`src/rtl/http_request_header_tokenizer_assert.svh`:
```
// assertion macros for the http request header tokenizer
// needs a clock named clk and a reset named rst in the scope that uses them
`ifndef HTTP_REQUEST_HEADER_TOKENIZER_ASSERT_SVH
`define HTTP_REQUEST_HEADER_TOKENIZER_ASSERT_SVH

// same-cycle implication, checked outside reset
`define HRHT_ASSERT_NOW(label, ante, cons, msg) \
  label: assert property (@(posedge clk) disable iff (rst) (ante) |-> (cons)) \
    else $error(msg);

// next-cycle implication, checked outside reset
`define HRHT_ASSERT_NEXT(label, ante, cons, msg) \
  label: assert property (@(posedge clk) disable iff (rst) (ante) |=> (cons)) \
    else $error(msg);

`endif

```
`src/rtl/hrht_pkg.sv`:
```
// shared types and byte codes for the http request header tokenizer
// no dependencies
package hrht_pkg;

  // token kinds as seen on the result channel
  typedef enum logic [2:0] {
    KIND_METHOD    = 3'd0,
    KIND_PATH      = 3'd1,
    KIND_HDR_NAME  = 3'd2,
    KIND_HDR_VALUE = 3'd3,
    KIND_REQ_END   = 3'd4,
    KIND_HDR_END   = 3'd5,
    KIND_COMPLETE  = 3'd6,
    KIND_OVERFLOW  = 3'd7
  } kind_t;

  // field position within the current line
  typedef enum logic [1:0] {
    PH_FIRST  = 2'd0,
    PH_SECOND = 2'd1,
    PH_REST   = 2'd2
  } phase_t;

  // line-level flags
  typedef struct packed {
    logic   cr_pending;
    logic   line_just_ended;
    logic   in_hdr;
    phase_t phase;
  } flags_t;

  // one result item, valid marks that the byte produced one
  typedef struct packed {
    logic       valid;
    kind_t      kind;
    logic [7:0] tbyte;
  } token_t;

  localparam logic [7:0] CH_CR    = 8'h0D;
  localparam logic [7:0] CH_LF    = 8'h0A;
  localparam logic [7:0] CH_COLON = 8'h3A;
  localparam logic [7:0] CH_SPACE = 8'h20;

endpackage

```
`src/rtl/http_request_header_tokenizer.sv`:
```
// top level of the http request header tokenizer
// depends on hrht_pkg, hrht_decode and http_request_header_tokenizer_assert.svh
//
//   channel  | handshake                 | payload
//   ---------+---------------------------+-------------------------
//   input    | data_valid / data_ready   | data_byte
//   result   | token_valid / token_ready | token_kind, token_byte
//
// one byte per cycle while the result register is free; an item passes an
// input register and the decode logic, and its token, if any, then enters
// the result register; that register frees in the cycle it is taken, so a
// stalled consumer holds the input register and then data_ready falls
// rst clears all line state and both valid flags
`include "http_request_header_tokenizer_assert.svh"

module http_request_header_tokenizer import hrht_pkg::*; #(
  parameter int LINE_BYTES   = 2048,
  parameter int METHOD_BYTES = 10,
  parameter int PATH_BYTES   = 255
) (
  input  logic       clk,
  input  logic       rst,
  input  logic       data_valid,
  output logic       data_ready,
  input  logic [7:0] data_byte,
  output logic       token_valid,
  input  logic       token_ready,
  output logic [2:0] token_kind,
  output logic [7:0] token_byte
);

  localparam int LCW = $clog2(LINE_BYTES);
  localparam int MCW = $clog2(METHOD_BYTES + 1);
  localparam int PCW = $clog2(PATH_BYTES + 1);

  logic           in_valid;
  logic [7:0]     in_byte;
  flags_t         flags;
  flags_t         flags_next;
  logic [LCW-1:0] line_cnt;
  logic [LCW-1:0] line_cnt_next;
  logic [MCW-1:0] method_cnt;
  logic [MCW-1:0] method_cnt_next;
  logic [PCW-1:0] path_cnt;
  logic [PCW-1:0] path_cnt_next;
  token_t         tok;
  kind_t          out_kind;
  logic [7:0]     out_byte;
  logic           advance;

  // input register moves on when the result register is free
  assign advance    = in_valid && (!token_valid || token_ready);
  assign data_ready = !in_valid || advance;

  hrht_decode #(
    .LINE_BYTES  (LINE_BYTES),
    .METHOD_BYTES(METHOD_BYTES),
    .PATH_BYTES  (PATH_BYTES)
  ) u_decode (
    .in_byte        (in_byte),
    .flags          (flags),
    .line_cnt       (line_cnt),
    .method_cnt     (method_cnt),
    .path_cnt       (path_cnt),
    .flags_next     (flags_next),
    .line_cnt_next  (line_cnt_next),
    .method_cnt_next(method_cnt_next),
    .path_cnt_next  (path_cnt_next),
    .tok            (tok)
  );

  // input register
  always_ff @(posedge clk) begin
    if (rst) begin
      in_valid <= 1'b0;
    end else if (data_ready) begin
      in_valid <= data_valid;
    end
  end

  always_ff @(posedge clk) begin
    if (data_valid && data_ready) begin
      in_byte <= data_byte;
    end
  end

  // line state
  always_ff @(posedge clk) begin
    if (rst) begin
      flags      <= '{cr_pending: 1'b0, line_just_ended: 1'b0,
                      in_hdr: 1'b0, phase: PH_FIRST};
      line_cnt   <= '0;
      method_cnt <= '0;
      path_cnt   <= '0;
    end else if (advance) begin
      flags      <= flags_next;
      line_cnt   <= line_cnt_next;
      method_cnt <= method_cnt_next;
      path_cnt   <= path_cnt_next;
    end
  end

  // result register
  always_ff @(posedge clk) begin
    if (rst) begin
      token_valid <= 1'b0;
    end else if (advance && tok.valid) begin
      token_valid <= 1'b1;
    end else if (token_ready) begin
      token_valid <= 1'b0;
    end
  end

  always_ff @(posedge clk) begin
    if (advance && tok.valid) begin
      out_kind <= tok.kind;
      out_byte <= tok.tbyte;
    end
  end

  assign token_kind = out_kind;
  assign token_byte = out_byte;

  // checks
  `HRHT_ASSERT_NOW(a_marker_byte_zero, token_valid && token_kind[2], token_byte == 8'd0, "marker token carries a nonzero byte")
  `HRHT_ASSERT_NOW(a_line_cnt_bound, 1'b1, line_cnt < LCW'(LINE_BYTES - 1) || line_cnt == LCW'(LINE_BYTES - 1), "line count out of range")
  `HRHT_ASSERT_NOW(a_method_bound, 1'b1, method_cnt <= MCW'(METHOD_BYTES), "method count past limit")
  `HRHT_ASSERT_NEXT(a_restart, advance && tok.valid && (tok.kind == KIND_COMPLETE || tok.kind == KIND_OVERFLOW), !flags.in_hdr && !flags.cr_pending && line_cnt == '0, "no return to start state")

endmodule

```
`src/rtl/hrht_decode.sv`:
```
// next-state and token logic for one request byte
// depends on hrht_pkg
module hrht_decode import hrht_pkg::*; #(
  parameter int LINE_BYTES   = 2048,
  parameter int METHOD_BYTES = 10,
  parameter int PATH_BYTES   = 255,
  localparam int LCW = $clog2(LINE_BYTES),
  localparam int MCW = $clog2(METHOD_BYTES + 1),
  localparam int PCW = $clog2(PATH_BYTES + 1)
) (
  input  logic [7:0]     in_byte,
  input  flags_t         flags,
  input  logic [LCW-1:0] line_cnt,
  input  logic [MCW-1:0] method_cnt,
  input  logic [PCW-1:0] path_cnt,
  output flags_t         flags_next,
  output logic [LCW-1:0] line_cnt_next,
  output logic [MCW-1:0] method_cnt_next,
  output logic [PCW-1:0] path_cnt_next,
  output token_t         tok
);

  logic [LCW:0] line_inc;

  assign line_inc = {1'b0, line_cnt} + (LCW + 1)'(1);

  always_comb begin
    flags_next      = flags;
    line_cnt_next   = line_cnt;
    method_cnt_next = method_cnt;
    path_cnt_next   = path_cnt;
    tok.valid       = 1'b0;
    tok.kind        = KIND_METHOD;
    tok.tbyte       = 8'd0;

    priority if (in_byte == CH_CR) begin
      // carriage return is never stored
      flags_next.cr_pending = 1'b1;
    end else if (in_byte == CH_LF) begin
      // line end only counts after a carriage return
      if (flags.cr_pending) begin
        tok.valid       = 1'b1;
        line_cnt_next   = '0;
        method_cnt_next = '0;
        path_cnt_next   = '0;
        if (flags.line_just_ended) begin
          // blank line closes the request
          tok.kind   = KIND_COMPLETE;
          flags_next = '{cr_pending: 1'b0, line_just_ended: 1'b0,
                         in_hdr: 1'b0, phase: PH_FIRST};
        end else begin
          tok.kind   = flags.in_hdr ? KIND_HDR_END : KIND_REQ_END;
          flags_next = '{cr_pending: 1'b0, line_just_ended: 1'b1,
                         in_hdr: 1'b1, phase: PH_FIRST};
        end
      end
    end else begin
      flags_next.line_just_ended = 1'b0;
      if (line_inc >= (LCW + 1)'(LINE_BYTES)) begin
        // line too long, back to the start state
        tok.valid       = 1'b1;
        tok.kind        = KIND_OVERFLOW;
        line_cnt_next   = '0;
        method_cnt_next = '0;
        path_cnt_next   = '0;
        flags_next      = '{cr_pending: 1'b0, line_just_ended: 1'b0,
                            in_hdr: 1'b0, phase: PH_FIRST};
      end else begin
        line_cnt_next = line_inc[LCW-1:0];
        if (!flags.in_hdr) begin
          // request line: method, path, then dropped rest
          unique case (flags.phase)
            PH_FIRST: begin
              if (in_byte == CH_SPACE) begin
                flags_next.phase = PH_SECOND;
              end else if (method_cnt < MCW'(METHOD_BYTES)) begin
                method_cnt_next = method_cnt + MCW'(1);
                tok.valid       = 1'b1;
                tok.kind        = KIND_METHOD;
                tok.tbyte       = in_byte;
              end
            end
            PH_SECOND: begin
              if (in_byte == CH_SPACE) begin
                flags_next.phase = PH_REST;
              end else if (path_cnt < PCW'(PATH_BYTES)) begin
                path_cnt_next = path_cnt + PCW'(1);
                tok.valid     = 1'b1;
                tok.kind      = KIND_PATH;
                tok.tbyte     = in_byte;
              end
            end
            default: begin
            end
          endcase
        end else begin
          // header line: name, spaces after the colon, value
          unique case (flags.phase)
            PH_FIRST: begin
              if (in_byte == CH_COLON) begin
                flags_next.phase = PH_SECOND;
              end else begin
                tok.valid = 1'b1;
                tok.kind  = KIND_HDR_NAME;
                tok.tbyte = in_byte;
              end
            end
            PH_SECOND: begin
              if (in_byte != CH_SPACE) begin
                flags_next.phase = PH_REST;
                tok.valid        = 1'b1;
                tok.kind         = KIND_HDR_VALUE;
                tok.tbyte        = in_byte;
              end
            end
            default: begin
              tok.valid = 1'b1;
              tok.kind  = KIND_HDR_VALUE;
              tok.tbyte = in_byte;
            end
          endcase
        end
      end
    end
  end

endmodule
```
`config.mk`:
```
export PLATFORM = sky130hd
export DESIGN_NAME = http_request_header_tokenizer
export DESIGN_NICKNAME = d
export VERILOG_FILES = /design/src/rtl/hrht_pkg.sv /design/src/rtl/http_request_header_tokenizer.sv /design/src/rtl/hrht_decode.sv
export VERILOG_INCLUDE_DIRS = /design/src /design/src/rtl
export SDC_FILE = /design/constraint.sdc
export NUM_CORES = 1
export LEC_CHECK = 0
export ABC_AREA = 1
export BUFFER_PORTS_ARGS = -buffer_cell sky130_fd_sc_hd__buf_2
export CORE_ASPECT_RATIO = 0.7
export CORE_MARGIN = 2
export CORE_UTILIZATION = 23
export CTS_BUF_LIST = sky130_fd_sc_hd__clkbuf_4 sky130_fd_sc_hd__clkbuf_8
export DETAILED_ROUTE_END_ITERATION = 8
export SLEW_MARGIN = 30
export SYNTH_ARGS = -nofsm -noshare
export SYNTH_HDL_FRONTEND = slang
export SYNTH_SLANG_ARGS = --single-unit
```
`constraint.sdc`:
```
create_clock -name clk -period 1.85 [get_ports clk]
set_clock_uncertainty 0.15 [all_clocks]
set_input_delay 0.0925 -clock clk [delete_from_list [all_inputs] [get_ports clk]]
set_output_delay 0.0925 -clock clk [all_outputs]
set_load 0.01 [all_outputs]
```
# After elaboration in Yosys (flattened, before gate mapping)
# Index checks and enable logic that the tools add are counted.
# classes
n_shift,0
reduce_logical,23
n_bitwise,1
div,0
n_mul,0
eq_ne,13
add_sub_neg,3
muxes,49
order_cmp,3
# ops
op,count
two-way mux 12 bit,8
two-way mux 8 bit,9
case mux 12 bit (2 select lines),2
two-way mux 4 bit,11
two-way mux 11 bit,3
"!= test 5 x 2 -> 1 bit, second input constant",4
"== test 8 x 4 -> 1 bit, second input constant",2
"== test 8 x 6 -> 1 bit, second input constant",2
nonzero test 3 bit,5
AND reduction 7 bit,2
"adder 11 x 1 -> 12 bit, second input constant",1
"greater-or-equal comparator 12 bit, second input constant",1
two-way mux 2 bit,6
two-way mux 5 bit,2
"adder 8 x 1 -> 8 bit, second input constant",1
"less-than comparator 8 bit, second input constant",1
"!= test 8 x 6 -> 1 bit, second input constant",1
case mux 2 bit (2 select lines),2
AND reduction 8 bit,1
two-way mux 3 bit,2
"!= test 3 x 1 -> 1 bit, second input constant",2
"adder 4 x 1 -> 4 bit, second input constant",1
"less-than comparator 4 bit, second input constant",1
two-way mux 1 bit,4
13 further kinds,18
# totals
input_bits,12
latchBits,0
output_inout_bits,13
wordCells,104
romBits,0
mem_count,0
mem_bits_rw,0
ff_bits,49

# Longest topological paths before layout
# Gate-level depths: netlist (run 1).
# depth
depth_word,10
ltp_mapped,12
ltp_nobuf,12

# Hierarchy
# A second synthesis (run 1) with hierarchy kept.
# hier_totals
hier_cells,506
area_unflattened_um2,3508.4
# modules_own_cells
module,seq_area_each_um2,area_per_inst_um2,n_inst,cells_each
http_request_header_tokenizer,1171.1,2015.7,1,220
hrht_decode,0.0,1492.7,1,286

# Least setup slack after synthesis (run 1)
# Ideal clock, no wire load.
# synth_timing
kind,register to register
startpoint,register in_byte[3]
endpoint,"register out_byte[0], in the netlist token_byte[0] (enable)"
path_buffers,2
setup_slack_ns,-0.039
setup_ns,0.339
path_stages_with_launch,10
period_less_slack_ns,1.889
arrival_time_ns,1.400
required_ns,1.361
path_cell_list,edfxtp_1 > nand2_1 > nor2_2 > nand2_2 > buf_6 > nor2_4 > nor2_8 > buf_6 > nand2_1 > inv_1
# synth_between
elab_chain_len,8
word_cells_on_any_way,16
cone_classes,5 x eq/ne; 10 x mux; 1 x reduce/logical
# synth_rtl
item,line,source
start: declaration,http_request_header_tokenizer.sv:37,logic [7:0] in_byte;
start signal: assignment,http_request_header_tokenizer.sv:83,in_byte <= data_byte;
"== test 8 x 6 -> 1 bit, or another cell as far along","hrht_decode.sv:74, hrht_decode.sv:84",
"two-way mux 12 bit, on equally long branches",-,
"case mux 12 bit (2 select lines), on equally long branches","hrht_decode.sv:72, hrht_decode.sv:98",
two-way mux 12 bit,hrht_decode.sv:70,if (!flags.in_hdr) begin
two-way mux 4 bit,hrht_decode.sv:59,if (line_inc >= (LCW + 1)'(LINE_BYTES)) begin
two-way mux 4 bit,hrht_decode.sv:39,end else if (in_byte == CH_LF) begin
two-way mux 12 bit (*),hrht_decode.sv:36,priority if (in_byte == CH_CR) begin
logical AND 1 bit (*),http_request_header_tokenizer.sv:115,if (advance && tok.valid) begin
end signal: assignment,http_request_header_tokenizer.sv:117,out_byte <= tok.tbyte;
end: declaration,http_request_header_tokenizer.sv:48,logic [7:0] out_byte;
# Every way passes the cells marked *; elsewhere a longest branch is shown, timed or not.
# A chain may end at the register's enable or synchronous reset.

# Worst setup path after layout (run 1)
# layout_timing
startpoint,register method_cnt[2]
endpoint,"register out_byte[3], in the netlist token_byte[3] (enable)"
# layout_between
elab_chain_len,9
# layout_rtl
item,line,source
start: declaration,http_request_header_tokenizer.sv:42,logic [MCW-1:0] method_cnt;
start signal: assignment,http_request_header_tokenizer.sv:98,method_cnt <= method_cnt_next;
less-than comparator 4 bit,hrht_decode.sv:76,end else if (method_cnt < MCW'(METHOD_BYTES)) begin
two-way mux 12 bit,hrht_decode.sv:76,
two-way mux 12 bit,hrht_decode.sv:74,if (in_byte == CH_SPACE) begin
case mux 12 bit (2 select lines),hrht_decode.sv:72,unique case (flags.phase)
two-way mux 12 bit,hrht_decode.sv:70,
two-way mux 4 bit,hrht_decode.sv:59,
two-way mux 4 bit,hrht_decode.sv:39,
two-way mux 12 bit,hrht_decode.sv:36,
logical AND 1 bit,http_request_header_tokenizer.sv:115,
# Every way passes these cells.

==> impl_metrics.csv, run 1 <==
group,metric,value,unit
run_status,outcome,"finished clean",
grt,grt_use_total,11.3,%
final_layout,drive_above_1_share,29.9,%
clocking,cts_sinks,49,
critical_path,cp.required,1.75,ns
placed_design,placed_cells,552,
timing,slew_headroom,73.4,%
synth,yosysWarnings,0,
timing,hold_viol_final,0,
synth,synth-seq-cells,49,
clocking,clock-root-buffer,"clkbuf_8",
route,vias_per_cell,4.26,
power,intPower,0.00167,W
route,first_pass_iters,6,
power,power.density,613,nW/µm²
power,seqPwrFrac,53.2,%
critical_path,reg2regPathDepth,7,
clocking,worstSkewPairLatency,0.32,ns
grt,antenna_found_initial,0,
timing,period_share,96.2,%
grt,grt_pass1_wl,11300,µm
clocking,htree_levels,2,
synth,yosysTopAreaCellShare,22.6,%
grt,grt-ovfl-total,0,
power,switchingPower,0.000538,W
route,drtAntennaViolNets,0,
route,routedWlPerCell,11.7,µm
worst_hold_path,holdPathEnd,"flags[1]$_SDFFE_PP0P_",
worst_hold_path,hold_start,"rst",
synth,yosysTopAreaCell,"dfxtp_1",
synth,syn_nets,365,
critical_path,crit_fanout,5,
timing,setup_ws,0.0698,ns
placed_design,dp_slack,-0.0207,ns
clocking,path_clk_slew,0.10,ns
route,via_count,2475,
synth,syn-cell-area,2660,µm²
synth,yosysMostFrequentCell,"nand2_1",
die,die-area,12500,µm²
timing,period_needed,1.78,ns
timing,rsz0062_at_grt,"yes",
worst_hold_path,hold_depth,4,
power,ir_drop,0.359,mV
final_layout,syn_to_final_growth,35.4,%
timing,setup_viol,0,
synth,synth_edf_count,19,
critical_path,rr_endpoint,"token_byte[3]$_SDFFCE_PP0P_",
final_layout,n_antenna_cell,0,
synth,synth_area_leaders,"dfxtp_1, edfxtp_1, nand2_1, nand3_1, nor2_1",
timing,holdWs,0.0399,ns
power,netSwitchingFraction,24.3,%
placed_design,port_buffers,24,
die,fp.coreArea,11100,µm²
power,pwr-share-clk,35.3,%
synth,yosysSeqAreaShare,44.0,%
grt,grt_max_degree,19,
synth,avgSynthCellArea,7.60,µm²
critical_path,start_kind,"flip-flop",
synth,synth_ff_type,"dfxtp_1",
timing,drv_slew,0,
timing,worstMarginPinSlew,0.398,ns
route,routed_wl,6790,µm
clocking,cts_tree,"built",
die,start_util,23.9,%
synth,netlist_instances,350,
critical_path,r2r_slack,0.07,ns
critical_path,cp-end-kind,"flip-flop",
die,fp.dieH,94,µm
placed_design,hpwl,4890,µm
timing,fin_tns_setup,0,ns
route,remaining_drc_errors,0,
synth,synthDistinctLibCells,34,
synth,synthTopCellsByCount,"nand2_1, nor2_1, inv_1",
placed_design,routabilityCongestion,0.862,
grt,grt_pass1_vias,2387,
die,row_count,32,
critical_path,timing.rr.start,"method_cnt[2]$_SDFFE_PP0P_",
critical_path,critical_path_class,"reg2reg",
worst_hold_path,min_path_type,"in2reg",
flow_run,maxCapViolCount,0,
die,die_x,133,µm
die,boundaryPins,25,
power,p_leak,1.59,nW
synth,synth-async-reset-ratio,0,%
final_layout,final_nets,442,
clocking,cts_max_path_buffers,2,
clocking,cts_inserted_buffers,5,
timing,fmax,562,MHz
final_layout,layout.cells.non_filler,581,
critical_path,worstPathArrival,1.68,ns
power,pwr-share-comb,11.6,%
route,drtIter0Drc,203,
-- cells in the final DEF, fill, tap and decap left out, drive strengths merged --
master | synthesis | final
a211oi | 1 | 1
a21oi | 21 | 21
and2 | 1 | 1
and3 | 1 | 1
buf | 2 | 60
bufinv | 0 | 1
clkbuf | 2 | 6
clkinv | 1 | 3
clkinvlp | 0 | 1
dfxtp | 30 | 30
dlygate4sd3 | 0 | 11
edfxtp | 19 | 19
ha | 3 | 3
inv | 44 | 44
nand2 | 97 | 98
nand3 | 37 | 37
nand3b | 3 | 3
nand4 | 6 | 6
nor2 | 57 | 57
nor3 | 4 | 4
nor3b | 1 | 1
o21ai | 10 | 10
o21bai | 1 | 1
or2 | 1 | 1
xnor2 | 1 | 1
xor2 | 7 | 7
-- final cells by class --
class | count | area, µm²
fillers | 1187 | 7530
repair inverters | 1 | 6.26
clock inverters | 3 | 41.3
clock buffers | 5 | 68.8
well taps | 153 | 191
inverters | 45 | 178
flip-flops and latches | 49 | 1170
multi-input cells | 253 | 1400
repair buffers | 72 | 546
-- flip-flops by register name, summed over array words and instances (netlist names) --
signal       count
in_byte          8
token_valid      1
token_byte       8
in_valid         1
token_kind       3
method_cnt       4
line_cnt        11
flags            5
path_cnt         8
-- worst max-delay path, stage by stage (launching register included) --
cell and delay, ns:
dfxtp_1 0.35, o21ai_0 0.34, nand2_1 0.17, nand2_2 0.13, nand3_2 0.09, nand3_2 0.12
nand2_4 0.08, inv_4 0.09
-- worst max path at each step --
stage                                        endpoint                       start  depth (start not counted)  slack [ns]
final                     token_byte[3]$_SDFFCE_PP0P_  method_cnt[2]$_SDFFE_PP0P_                          7        0.07
after global placement    token_kind[0]$_SDFFCE_PP0P_        in_byte[5]$_DFFE_PP_                         10      0.0007
after global routing      token_byte[3]$_SDFFCE_PP0P_        in_byte[0]$_DFFE_PP_                          9       -0.02
after floorplan           token_byte[0]$_SDFFCE_PP0P_        in_byte[3]$_DFFE_PP_                          9        0.07
after CTS                    path_cnt[4]$_SDFFE_PP0P_        in_byte[2]$_DFFE_PP_                          9       0.003
after detailed placement  token_byte[2]$_SDFFCE_PP0P_        in_byte[2]$_DFFE_PP_                          9       -0.02
-- per-layer routing --
metal | share of wire [%] | track usage (%) | up-vias
li1 | - | - | 1282
met1 | 51 | 15.7 | 1134
met2 | 42 | 16.9 | 51
met3 | 5.9 | 3.40 | 8
met4 | 1.2 | 3.41 | 0
met5 | 0 | 0 | -
-- metrics by stage --
step	utilization, %	power (W)	cell area, µm²
3_3_place_gp	28.5	0.00139	3170
5_1_grt	32.4	0.00231	3600
4_1_cts	30.5	0.00219	3400
2_1_floorplan	-	0.00131	2660
3_5_place_dp	28.5	0.00140	3170
6_report	32.4	0.00221	3600
-- cell families after synthesis --
group / Yosys count / share of synthesized area (%)
AO/OA/AOI/OAI: 33 / 6.54
XOR/XNOR: 8 / 2.63
adder cells (fa/ha/maj): 3 / 1.41
buffers and inverters: 49 / 7.62
flip-flops: 49 / 44.0
AND/OR/NAND/NOR: 208 / 37.8
-- power groups by stage --
stage,Clock (W),Combinational (W),Sequential [W]
finish,0.000779,0.000255,0.00117
CTS,0.000799,0.000217,0.00117
global route,0.000849,0.000280,0.00118
detailed placement,0,0.000198,0.00120
global placement,0,0.000196,0.00120
floorplan,0,0.000101,0.00121
-- repair_timing --
item	in CTS	in global routing
setup buffers	0	7
setup endpoints to repair	12	48
pin swaps	0	13
cloned	0	3
hold buffers	11	0
gates resized for setup	2	38
endpoints found under the hold margin	10	0
No activity file was read; power rests on OpenSTA's default activity.
==> run 2: changes to the inputs <==
--- a/config.mk
+++ b/config.mk
@@ -10,9 +10,10 @@
 export BUFFER_PORTS_ARGS = -buffer_cell sky130_fd_sc_hd__buf_2
 export CORE_ASPECT_RATIO = 0.7
 export CORE_MARGIN = 2
-export CORE_UTILIZATION = 23
+export CORE_UTILIZATION = 55
 export CTS_BUF_LIST = sky130_fd_sc_hd__clkbuf_4 sky130_fd_sc_hd__clkbuf_8
 export DETAILED_ROUTE_END_ITERATION = 8
+export PLACE_DENSITY = 0.78
 export SLEW_MARGIN = 30
 export SYNTH_ARGS = -nofsm -noshare
 export SYNTH_HDL_FRONTEND = slang
==> run 2 against run 1 <==
  * The run now ends with negative setup slack left
  * Clock power shrank 0.6%
  * Critical endpoint is now token_byte[5]$_SDFFCE_PP0P_
  * Highest routed layer unchanged
  * Routed wire length rose by 4.4%
  * Worst setup slack worse by 0.075 ns
==> impl_metrics.csv, run 2 (synthesized netlist as in run 1, its figures left out) <==
group,metric,value,unit
run_status,outcome,"finished, violations left",
run_status,violations,"negative setup slack",
worst_hold_path,hold_depth,4,
final_layout,syn_to_final_growth,31.7,%
clocking,cts_tree,"built",
final_layout,regMostFlops,"line_cnt",
final_layout,final_core_util,74.1,%
power,power.density,630,nW/µm²
power,finalPower,0.00221,W
timing,period_needed,1.86,ns
critical_path,crit_fanout,6,
critical_path,cpMostUsedCell,"nand2_1",
critical_path,worstPathArrival,1.78,ns
die,die-area,5420,µm²
grt,grt_pass1_vias,2191,
clocking,worstSkewPairLatency,0.31,ns
timing,rsz0062_at_grt,"yes",
final_layout,layout_commonest_cell,"nand2_1",
die,boundaryPins,25,
grt,grt_pass1_wl,10300,µm
final_layout,most-common-layout-cells,"nand2_1, nor2_1, inv_1",
timing,fmax,539,MHz
die,fp.coreArea,4730,µm²
timing,fin_tns_setup,-0.0245,ns
power,p_leak,1.56,nW
die,row_count,21,
clocking,htree_levels,2,
clocking,cts_max_path_buffers,2,
critical_path,crit_path_top_delay_cell,"edfxtp_1",
grt,antenna_found_initial,0,
timing,worstMarginPinSlew,0.334,ns
timing,period_share,100,%
flow_run,maxCapViolCount,0,
route,remaining_drc_errors,0,
clocking,clock-root-buffer,"clkbuf_8",
timing,drv_slew,0,
final_layout,n_antenna_cell,0,
placed_design,hpwl,4360,µm
critical_path,cp-end-kind,"flip-flop",
route,drtAntennaViolNets,0,
route,vias_per_cell,5.41,
timing,slew_headroom,77.7,%
clocking,cts_sinks,49,
grt,grt-ovfl-total,0,
critical_path,path_cells,"inv_1 > nand2_1 > nor2_4 > nand2_1 > nand2_1 > nand3_2 > nand2_2 > nand3_2 > nand2_4 > clkinv_4",
clocking,path_clk_slew,0.09,ns
final_layout,final_nets,436,
die,fp.dieH,62.2,µm
critical_path,cp_slowest_stage_delay,0.43,ns
placed_design,port_buffers,24,
route,drtIter0Drc,281,
placed_design,routabilityCongestion,0.860,
route,first_pass_iters,5,
die,die_x,87.1,µm
final_layout,drive_above_1_share,30.1,%
critical_path,start_kind,"flip-flop",
clocking,cts_inserted_buffers,5,
die,start_util,56.3,%
timing,setup_viol,6,
route,via_count,2591,
worst_hold_path,min_path_type,"in2reg",
grt,grt_max_degree,19,
timing,hold_viol_final,0,
critical_path,cp.required,1.77,ns
timing,setup_ws,-0.00518,ns
route,routedWlPerCell,14.8,µm
final_layout,largest_register_ffs,11,
route,routed_wl,7090,µm
placed_design,dp_slack,-0.0304,ns
critical_path,reg2regPathDepth,10,
grt,grt_use_total,24.1,%
critical_path,critical_path_class,"reg2reg",
power,ir_drop,0.584,mV
[run 2: cell count changes in the layout (fill, tap and decap cells not counted), moves of 2 or more]
cell	before	now
nor2_2	12	8
nor2_4	5	9
buf_4	33	24
buf_6	2	6
nand2_1	78	76
[run 2: layer usage]
layer | GRT usage [%] | routed length [µm]
met1 | 36.7 | 3110
met2 | 34.2 | 3340
met3 | 5.05 | 501
met4 | 7.69 | 134
met5 | 0 | 0
[run 2: what timing repair did]
item                                    4_1_cts  5_1_grt
hold buffers                                 11        0
gates cloned                                  0        1
endpoints found under the setup margin       12       41
resized for setup                             3       52
setup buffers                                 1        6
pin swaps                                     1       11
endpoints found under the hold margin        10        0
[run 2: per-stage QoR]
stage / hold slack, ns / instance area [µm²] / instances
3_5_place_dp: 0.121 / 3020 / 452
2_1_floorplan: 0.0414 / 2660 / 350
3_3_place_gp: 0.119 / 3020 / 452
5_1_grt: 0.0574 / 3500 / 479
6_report: 0.0256 / 3500 / 479
4_1_cts: 0.0259 / 3270 / 472
[run 2: layout make-up]
class                           count  area [µm²]
Multi-Input combinational cell    252        1450
Fill cell                         343        1220
Sequential cell                    49        1170
Timing Repair Buffer               67         518
Inverter                           45         178
Clock buffer                        6        76.3
Tap cell                           57        71.3
Clock inverter                      2        33.8
Timing Repair inverter              1        6.26
[run 2: path summary, 6_finish.rpt]
path                                   start                     endpoint  slack (ns)
hold reg to reg   method_cnt[3]$_SDFFE_PP0P_   method_cnt[3]$_SDFFE_PP0P_        0.32
hold / removal                           rst        flags[1]$_SDFFE_PP0P_        0.03
setup reg to reg        in_byte[2]$_DFFE_PP_  token_byte[5]$_SDFFCE_PP0P_      -0.005
setup / recovery        in_byte[2]$_DFFE_PP_  token_byte[5]$_SDFFCE_PP0P_      -0.005
[run 2: report_power, final]
group	internal (W)	switching (W)
registers	0.00116	0.0000188
logic	0.000112	0.000147
clock network	0.000414	0.000360
[run 2: critical path: cells and delay by family, from the launching register on]
kind                   cells  cell delay [ns]
buffers and inverters      2             0.18
DFF                        1             0.43
and+or+nand+nor            8             0.85
